[config.mk]
export PLATFORM = sky130hd
export DESIGN_NAME = bir_coord_map
export DESIGN_NICKNAME = d
export VERILOG_FILES = /design/src/hw/rtl/bir_pkg.sv /design/src/hw/rtl/bir_coord_map.sv
export SDC_FILE = /design/constraint.sdc
export NUM_CORES = 1
export LEC_CHECK = 0
export ABC_CLOCK_PERIOD_IN_PS = 9300
export BUFFER_PORTS_ARGS = -buffer_cell sky130_fd_sc_hd__buf_2
export CORE_ASPECT_RATIO = 0.8
export CORE_UTILIZATION = 60
export DETAILED_ROUTE_END_ITERATION = 6
export PLACE_DENSITY_LB_ADDON = 0.3
export REMOVE_ABC_BUFFERS = 1
export SYNTH_ARGS = -nofsm -noshare
export SYNTH_HDL_FRONTEND = slang
export SYNTH_SLANG_ARGS = --single-unit
[constraint.sdc]
create_clock -name i_clk -period 9.3 [get_ports i_clk]
set_input_delay 0.465 -clock i_clk [delete_from_list [all_inputs] [get_ports i_clk]]
set_output_delay 0.465 -clock i_clk [all_outputs]
set_load 0.01 [all_outputs]
[src/hw/rtl/bir_pkg.sv]
// ----------------------------------------------------------------------------
// bir_pkg: shared constants and types for the bilinear resizer
// Fixed-point widths, register indexes and inter-stage structs.
// ----------------------------------------------------------------------------
package bir_pkg;

    localparam int MaxSrcRowsDef = 128;
    localparam int MaxSrcColsDef = 256;
    localparam int ChannelsDef   = 3;

    localparam int FracBits = 12;
    localparam int OneQ     = 1 << FracBits;
    localparam int HalfQ    = 1 << (FracBits - 1);

    // configuration register indexes
    localparam logic [1:0] RegSrcRows   = 2'd0;
    localparam logic [1:0] RegSrcCols   = 2'd1;
    localparam logic [1:0] RegScaleRows = 2'd2;
    localparam logic [1:0] RegScaleCols = 2'd3;

    localparam logic CmdWrite = 1'b0;
    localparam logic CmdRead  = 1'b1;

    // result of one coordinate mapping
    typedef struct packed {
        logic [8:0]  i0;
        logic [8:0]  i1;
        logic [11:0] w;
    } t_coord;

endpackage

[src/hw/rtl/bir_coord_map.sv]
// ----------------------------------------------------------------------------
// bir_coord_map: half-pixel coordinate mapping, two register stages
// Stage one forms (2d+1)*scale, stage two halves, offsets and clamps.
// ----------------------------------------------------------------------------
module bir_coord_map
    import bir_pkg::*;
(
    input  logic        i_clk,
    input  logic        i_en,
    input  logic [8:0]  i_d,
    input  logic [15:0] i_scale,
    input  logic [9:0]  i_size,
    output t_coord      o_coord
);

    logic [25:0] r_prod;
    logic [9:0]  r_size;
    t_coord      r_coord;
    t_coord      n_coord;

    logic signed [27:0] s_p;
    logic signed [27:0] s_hi;
    logic signed [27:0] s_pc;
    logic [9:0]         s_inc;

    // product of the odd coordinate and the scale
    always_ff @(posedge i_clk) begin
        if (i_en) begin
            r_prod <= 26'({i_d, 1'b1}) * 26'(i_scale);
            r_size <= i_size;
        end
    end

    // halve, offset by half a pixel and clamp
    always_comb begin
        s_p  = $signed({3'b000, r_prod[25:1]}) - 28'sd2048;
        s_hi = $signed({6'b000000, 10'(r_size - 10'd1), 12'd0});
        if (s_p < 0) begin
            s_pc = '0;
        end else if (s_p > s_hi) begin
            s_pc = s_hi;
        end else begin
            s_pc = s_p;
        end
        n_coord.i0 = s_pc[20:12];
        n_coord.w  = s_pc[11:0];
        s_inc      = {1'b0, s_pc[20:12]} + 10'd1;
        n_coord.i1 = (s_inc < r_size) ? s_inc[8:0] : 9'(r_size - 10'd1);
    end

    always_ff @(posedge i_clk) begin
        if (i_en) begin
            r_coord <= n_coord;
        end
    end

    assign o_coord = r_coord;

endmodule

==> results.toml <==
[floorplan]
rows = 38
die_h_um = 108.2
ioPinCount = 67
die_x_um = 134.7
die_area_um2 = 14570
initial_core_util_pct = 61.94
core_um2 = 13650

[power]
ir_worst_vdd_uv = 200.5
combPwrFrac_pct = 68.1
p_leak_nw = 4.408
clockPowerShare_pct = 12.1
p_sw_mw = 1.340
power_frac_seq_pct = 19.8
p_int_mw = 1.647
switching_share_pct = 44.87
power_per_cell_area_nw_per_um2 = 323.9

[routing]
ant_nets = 0
drc = 0
first_iter_violations = 418
wl_met1_um = 8352
wl_met2_um = 8538
routedWlPerCell_um = 16.55
highest_layer = "met4"
via_count = 6289
wl_met3_um = 927
routed_wl_um = 18030
avgViaCountPerCell = 5.775
firstDrtPassIters = 4

[cells_and_area]
drive_gt1_share_pct = 11.22
fin_nets = 1132
antenna_cells = 0
fill_cells = 1064
seq_area_um2 = 1952
area_growth_syn_to_layout_pct = 9.104
multi_input_area_um2 = 5923

[clock_network]
clock_latency_ns = 0.35
holdBufCountCts = 0
ctsHtreeMaxLevel = 3
root_buffer = "clkbuf_16"
cts.path.max_buffers = 2
clkSlewWorstSetupHoldPaths_ns = 0.05
post_cts_resized = 0
cts.sinks = 65
cts-buffers-inserted = 9
post_cts_buffers = 0
cts_tree = "built"

[setup_path]
crit_buf_inv = 3
critPathLaunchType = "flop"
worstPathArrival_ns = 7.09
crit_type = "flop to flop"
worst_path_dominant_cell_family = "compound AO/OA/AOI/OAI gates"
cp_slowest_cell = "edfxtp_1"
path_common_cell = "ha_1"
worstPathMaxFanout = 40
crit_required_ns = 9.39
max_stage_delay_ns = 0.50
endpoint_kind = "flop"

[synth]
synth_top_cell_area_share_pct = 26.05
yosysMostFrequentCell = "inv_1"
synth_top_cells_by_count = "inv_1 (120), nand2_1 (115), fa_1 (110), ha_1 (81), edfxtp_1 (65)"
yosys.area.top_type = "fa_1"
synth_enable_flop_cells = 65
syn_inst = 853
synthArstFlopShare_pct = 0
ys_types = 61
synth-main-ff-cell = "edfxtp_1"
syn_avg_cell_area_um2 = 9.908
synth_warnings = 0
netlist_top_cells_area = "fa_1 (26%), edfxtp_1 (23%), ha_1 (12%)"
ys_seq_area_share_pct = 23.09
ys_seq_elements = 65
synth_area_um2 = 8452

[grt]
grt_usage_pct = 26.47
grt_pass1_vias = 6199
grt_max_degree = 66
grt_first_pass_wirelength_um = 30020
grt_antenna_before_repair = 0
grt_overflow_total = 0

[timing]
fmax_mhz = 142.9
setup_viol = 0
finalSetupTns_ns = 0
rsz0062_at_grt = "no"
fin_crit_ns = 6.997
layout_setup_ws_ns = 2.303
max_slew_margin_pct = 46.69
drv_slew = 0
fin_skew_ns = 0.009081
hold_viol = 0
tightestPinTransition_ns = 0.7997
fin_crit_sh_pct = 75.24

[place]
hpwl_um = 13680
gp_congestion = 0.8618
io_buffers = 66
place_ws_ns = 2.424

[min_path]
min_path_type = "input pin to flop"

[status]
status = "completed"

[run]
cap_viol_max_count = 0
cell families (layout without fill, tap and decap cells):
family / count (synthesis) / after routing / synth area share, %
flip-flops: 65 / 65 / 23.09
XOR/XNOR: 44 / 44 / 4.560
multiplexers: 20 / 20 / 2.532
buffers and inverters: 149 / 205 / 6.825
AND/OR/NAND/NOR: 299 / 299 / 18.08
adder cells (fa/ha/maj): 191 / 191 / 38.05
AO/OA/AOI/OAI: 85 / 85 / 6.869
layout make-up:
cell class                 count  area share, %
clock inverter                 7          1.004
sequential                    65          21.17
multi-input combinational    639          64.23
timing repair buffer          69          3.826
inverter                     120          4.885
tap                          180          2.442
clock buffer                   9          2.442
registers in the layout, summed over array words and instances (netlist names):
name,cells
o_coord,30
r_prod,25
r_size,10
metrics by stage:
stage	util, %	cell area (um2)	std cells	power (mW)	hold slack [ns]
finish	67.58	9221	1089	2.987	0.2958
global route	67.58	9221	1089	3.260	0.2920
CTS	67.58	9221	1089	2.995	0.2928
detailed placement	65.25	8904	1073	2.598	0.5726
global placement	65.25	8904	1073	2.554	0.5619
floorplan	-	8325	824	2.154	0.5370
placed cells by master, fill, tap and decap left out, types with 13 or more instances in the layout:
master | Yosys | routed
inv_1 | 120 | 120
nand2_1 | 115 | 115
fa_1 | 110 | 110
ha_1 | 81 | 81
buf_2 | 2 | 66
edfxtp_1 | 65 | 65
and2_1 | 54 | 54
nor2_1 | 40 | 40
xnor2_1 | 31 | 31
a21oi_1 | 21 | 21
nor2b_1 | 18 | 18
nor3_1 | 14 | 14
o21ai_0 | 14 | 14
xor2_1 | 13 | 13
metal layers:
metal  up-vias  GRT usage, %
li1       2923             -
met1      3177         38.10
met2       170         42.23
met3        19         3.657
met4         0         7.143
met5         -             0
final timing paths:
path	startpoint	to	slack, ns	cells past startpoint
min	i_size[6]	r_size[6]	0.30	1
max reg2reg	r_prod[12]	o_coord[19]	2.30	26
min reg2reg	r_prod[10]	o_coord[9]	0.57	1
max	r_prod[12]	o_coord[19]	2.30	26
power groups by stage:
stage               clock [mW]  combinational (mW)  sequential, mW
detailed placement           0                2.00           0.594
CTS                      0.364                2.04           0.589
finish                   0.362                2.03           0.590
floorplan                    0                1.57           0.584
global placement             0                1.96           0.590
global route             0.377                2.28           0.599
Note: power is estimated with default switching activity, not from simulation.
