`src/hw/rtl/bir_pkg.sv`:
```
// ----------------------------------------------------------------------------
// bir_pkg: shared constants and types for the bilinear resizer
// Fixed-point widths, register indexes and inter-stage structs.
// ----------------------------------------------------------------------------
package bir_pkg;

    localparam int MaxSrcRowsDef = 128;
    localparam int MaxSrcColsDef = 256;
    localparam int ChannelsDef   = 3;

    localparam int FracBits = 12;
    localparam int OneQ     = 1 << FracBits;
    localparam int HalfQ    = 1 << (FracBits - 1);

    // configuration register indexes
    localparam logic [1:0] RegSrcRows   = 2'd0;
    localparam logic [1:0] RegSrcCols   = 2'd1;
    localparam logic [1:0] RegScaleRows = 2'd2;
    localparam logic [1:0] RegScaleCols = 2'd3;

    localparam logic CmdWrite = 1'b0;
    localparam logic CmdRead  = 1'b1;

    // result of one coordinate mapping
    typedef struct packed {
        logic [8:0]  i0;
        logic [8:0]  i1;
        logic [11:0] w;
    } t_coord;

endpackage

```
`src/hw/rtl/bir_blend.sv`:
```
// ----------------------------------------------------------------------------
// bir_blend: four-neighbour weighted sum, two register stages
// Stage one blends along columns, stage two along rows.
// ----------------------------------------------------------------------------
module bir_blend
    import bir_pkg::*;
(
    input  logic        i_clk,
    input  logic        i_en,
    input  logic [7:0]  i_p00,
    input  logic [7:0]  i_p01,
    input  logic [7:0]  i_p10,
    input  logic [7:0]  i_p11,
    input  logic [11:0] i_u,
    input  logic [11:0] i_v,
    input  logic        i_zero,
    output logic [7:0]  o_pix
);

    logic [20:0] r_top;
    logic [20:0] r_bot;
    logic [11:0] r_u;
    logic        r_zero;
    logic [7:0]  r_pix;
    logic [12:0] s_vi;
    logic [12:0] s_ui;
    logic [33:0] s_sum;

    assign s_vi = 13'(OneQ) - {1'b0, i_v};
    assign s_ui = 13'(OneQ) - {1'b0, r_u};

    // column blend of both rows
    always_ff @(posedge i_clk) begin
        if (i_en) begin
            r_top  <= 21'(i_p00) * 21'(s_vi) + 21'(i_p01) * 21'(i_v);
            r_bot  <= 21'(i_p10) * 21'(s_vi) + 21'(i_p11) * 21'(i_v);
            r_u    <= i_u;
            r_zero <= i_zero;
        end
    end

    // row blend and truncation
    assign s_sum = 34'(r_top) * 34'(s_ui) + 34'(r_bot) * 34'(r_u);

    always_ff @(posedge i_clk) begin
        if (i_en) begin
            r_pix <= r_zero ? 8'd0 : s_sum[31:24];
        end
    end

    assign o_pix = r_pix;

endmodule

```
`config.mk`:
```
export PLATFORM = sky130hd
export DESIGN_NAME = bir_blend
export DESIGN_NICKNAME = d
export VERILOG_FILES = /design/src/hw/rtl/bir_pkg.sv /design/src/hw/rtl/bir_blend.sv
export SDC_FILE = /design/constraint.sdc
export NUM_CORES = 2
export LEC_CHECK = 0
export ABC_AREA = 1
export BUFFER_PORTS_ARGS = -buffer_cell sky130_fd_sc_hd__buf_2
export CORE_UTILIZATION = 55
export DETAILED_ROUTE_END_ITERATION = 16
export PLACE_DENSITY = 0.74
export SLEW_MARGIN = 0
export SYNTH_ARGS = -nofsm -noshare
export SYNTH_HDL_FRONTEND = slang
export SYNTH_SLANG_ARGS = --single-unit
```
`constraint.sdc`:
```
create_clock -name i_clk -period 7.15 [get_ports i_clk]
set_clock_uncertainty 0.15 [all_clocks]
set_input_delay 0.3575 -clock i_clk [delete_from_list [all_inputs] [get_ports i_clk]]
set_output_delay 0.3575 -clock i_clk [all_outputs]
set_load 0.005 [all_outputs]
```
==> flow_summary.json <==
{
  "yosysWarnings": 0,
  "tightest_slew_ps": 948.5,
  "max_freq_mhz": 140.1,
  "crit_required_ps": 7130,
  "antenna_cells": 0,
  "worst_path_max_delay_cell": "fa_1",
  "design_area_um2": 34300,
  "grt_pass1_vias": 25690,
  "synth_nets": 5021,
  "dpl.hpwl_mm": 71.52,
  "io_buffers": 66,
  "rsz0062_at_grt": "yes",
  "place.gp.congestion": 1.005,
  "clock_latency_ps": 370,
  "synth_seq_cells": 63,
  "path_common_cell": "fa_1",
  "syn_area_per_cell_um2": 8.124,
  "cts.clk_slew.worst_paths_ps": 70,
  "vias": 24670,
  "clockRootBuffer": "clkbuf_16",
  "drtIter0Drc": 1691,
  "fillerInstances": 5078,
  "fin_crit_sh_pct": 99.86,
  "core_area_um2": 57590,
  "routed_wl_mm": 83.15,
  "slew_violations": 0,
  "fin_cells": 4749,
  "ys.flop_type": "edfxtp_1",
  "drt_pre_antenna_iters": 6,
  "rrSetupSlack_ps": 10,
  "end_kind": "register",
  "yosysSeqAreaShare_pct": 5.915,
  "antenna_found_initial": 1,
  "synth_edf_count": 63,
  "clock-sinks": 63,
  "worstSetupPathType": "reg2reg",
  "grt_max_degree": 64,
  "grt_pass1_wl_mm": 133.6,
  "drive_gt1_share_pct": 7.154,
  "die_x_um": 243.2,
  "synth_cell_types": 44,
  "cts_buffer_depth": 2,
  "max_stage_delay_ps": 540,
  "cts_buffers": 9,
  "setup_viol": 0,
  "async_flop_share_pct": 0,
  "timing.slew.headroom_pct": 36.77,
  "ant_nets": 0,
  "dp.cells": 4725,
  "syn_inst": 3937,
  "finalSetupTns_ps": 0,
  "finalCriticalPeriod_ps": 7140,
  "drc": 0,
  "grt_usage_pct": 29.20,
  "final_hold_viol_count": 0,
  "start_kind": "register",
  "grt_overflow": 0,
  "netlist_area_um2": 31980,
  "crit_arrival_ps": 7120,
  "die_h_um": 243.2,
  "maxCapViolations": 0,
  "worstPathMaxFanout": 4,
  "start_util_pct": 55.54,
  "syn_to_final_growth_pct": 7.225,
  "rows": 88,
  "wire_per_inst_um": 17.51,
  "placed_cell_area_um2": 33530,
  "nets": 5063,
  "die_area_um2": 59120,
  "vias_per_cell": 5.195,
  "h-tree-depth": 3,
  "tritoncts": "done",
  "ios": 67,
  "status": "completed",
  "hold_class": "in2reg"
}
==> synthesized netlist by cell type (3+ instances only) <==
cell,instances,area share [%]
inv_1,1213,14
nand2_1,902,11
fa_1,769,48
nor2_1,280,3.3
ha_1,256,10
clkbuf_1,123,1.4
a21oi_1,66,1.0
edfxtp_1,63,5.9
o21ai_0,40,0.63
nand3_1,35,0.55
xor2_1,30,0.82
nor3_1,18,0.28
xnor2_1,14,0.38
a31oi_1,13,0.25
buf_2,13,0.20
a21o_1,12,0.28
nor2_2,9,0.18
buf_1,8,0.094
clkinv_1,8,0.094
nand4_1,8,0.16
nor4_1,6,0.12
o21bai_1,6,0.14
nor2_4,5,0.18
o31ai_1,5,0.12
buf_4,3,0.070
buf_6,3,0.11
inv_2,3,0.035
or2_2,3,0.059
==> placed cells by master, fill, tap and decap left out, drive strengths merged, types with 6 or more instances in the layout <==
cell type	count
inv	1217
nand2	904
fa	769
nor2	294
ha	256
buf	179
a21oi	66
edfxtp	63
o21ai	41
nand3	35
xor2	31
nor3	20
xnor2	14
a31oi	13
a21o	12
clkinv	11
clkbuf	9
nand4	8
o21bai	6
nor4	6
==> cell type report <==
class                           count  area (um^2)  share of cell area [%]
Inverter                         1225         4607                   13.43
Tap cell                          765        957.2                   2.791
Timing Repair Buffer              182         1287                   3.754
Clock inverter                      7        120.1                  0.3502
Sequential cell                    63         1892                   5.516
Multi-Input combinational cell   2498        25210                   73.50
Clock buffer                        9        225.2                  0.6567
==> critical path: cells and delay by family, from the launching register on <==
| kind | cells | cell delay (ps) |
|---|---|---|
| buffers and inverters | 6 | 470 |
| AND/OR/NAND/NOR | 12 | 1430 |
| adder cells (fa/ha/maj) | 9 | 4010 |
| AO/OA/AOI/OAI | 2 | 390 |
| flip-flops | 1 | 440 |
==> kinds of logic after synthesis <==
| kind of cell | count (synthesis) | synth area share (%) |
|---|---|---|
| fa+ha+maj | 1025 | 58.15 |
| xor+xnor | 45 | 1.291 |
| simple gates | 1278 | 15.65 |
| flops | 63 | 5.915 |
| compound gates | 150 | 2.648 |
| buf+inv | 1376 | 16.35 |
==> stage by stage <==
stage	utilization [%]	hold WS (ps)	setup WS, ps
floorplan	-	306.4	75.70
global placement	58.23	385.1	46.78
detailed placement	58.23	388.4	-33.14
CTS	58.93	3.674	-17.74
global route	59.56	7.879	-256.3
finish	59.56	18.68	9.983
==> state kept, by name, indices dropped and copies added, names as in the netlist <==
name,cells
r_zero,1
o_pix,8
r_top,21
r_bot,21
r_u,12
==> metal layers <==
metal | up-vias | GRT usage, % | wire length [um] | part of all wire, %
met5 | - | 0 | 17 | 0.020
met4 | 2 | 16.57 | 5333 | 6.4
met3 | 247 | 3.140 | 5030 | 6.0
met2 | 925 | 50.40 | 41890 | 50
met1 | 12360 | 35.67 | 30880 | 37
li1 | 11140 | - | - | -
==> worst paths after layout <==
check	to	cells past startpoint	from
min	r_u[8]$_DFFE_PP_	1	i_u[8]
max	o_pix[7]$_SDFFCE_PP0P_	29	r_u[0]$_DFFE_PP_
max reg2reg	o_pix[7]$_SDFFCE_PP0P_	29	r_u[0]$_DFFE_PP_
min reg2reg	o_pix[0]$_SDFFCE_PP0P_	3	r_zero$_DFFE_PP_
==> what timing repair did <==
item / 4_1_cts / 5_1_grt
buffers inserted: 2 / 3
hold endpoints to repair: 3 / 0
pin swaps: 1 / 24
resized for setup: 6 / 76
setup endpoints to repair: 6 / 9
hold buffers: 3 / 0
Power is not shown: default switching activity piles up to over one toggle a cycle in this logic, so the estimate is an artifact.
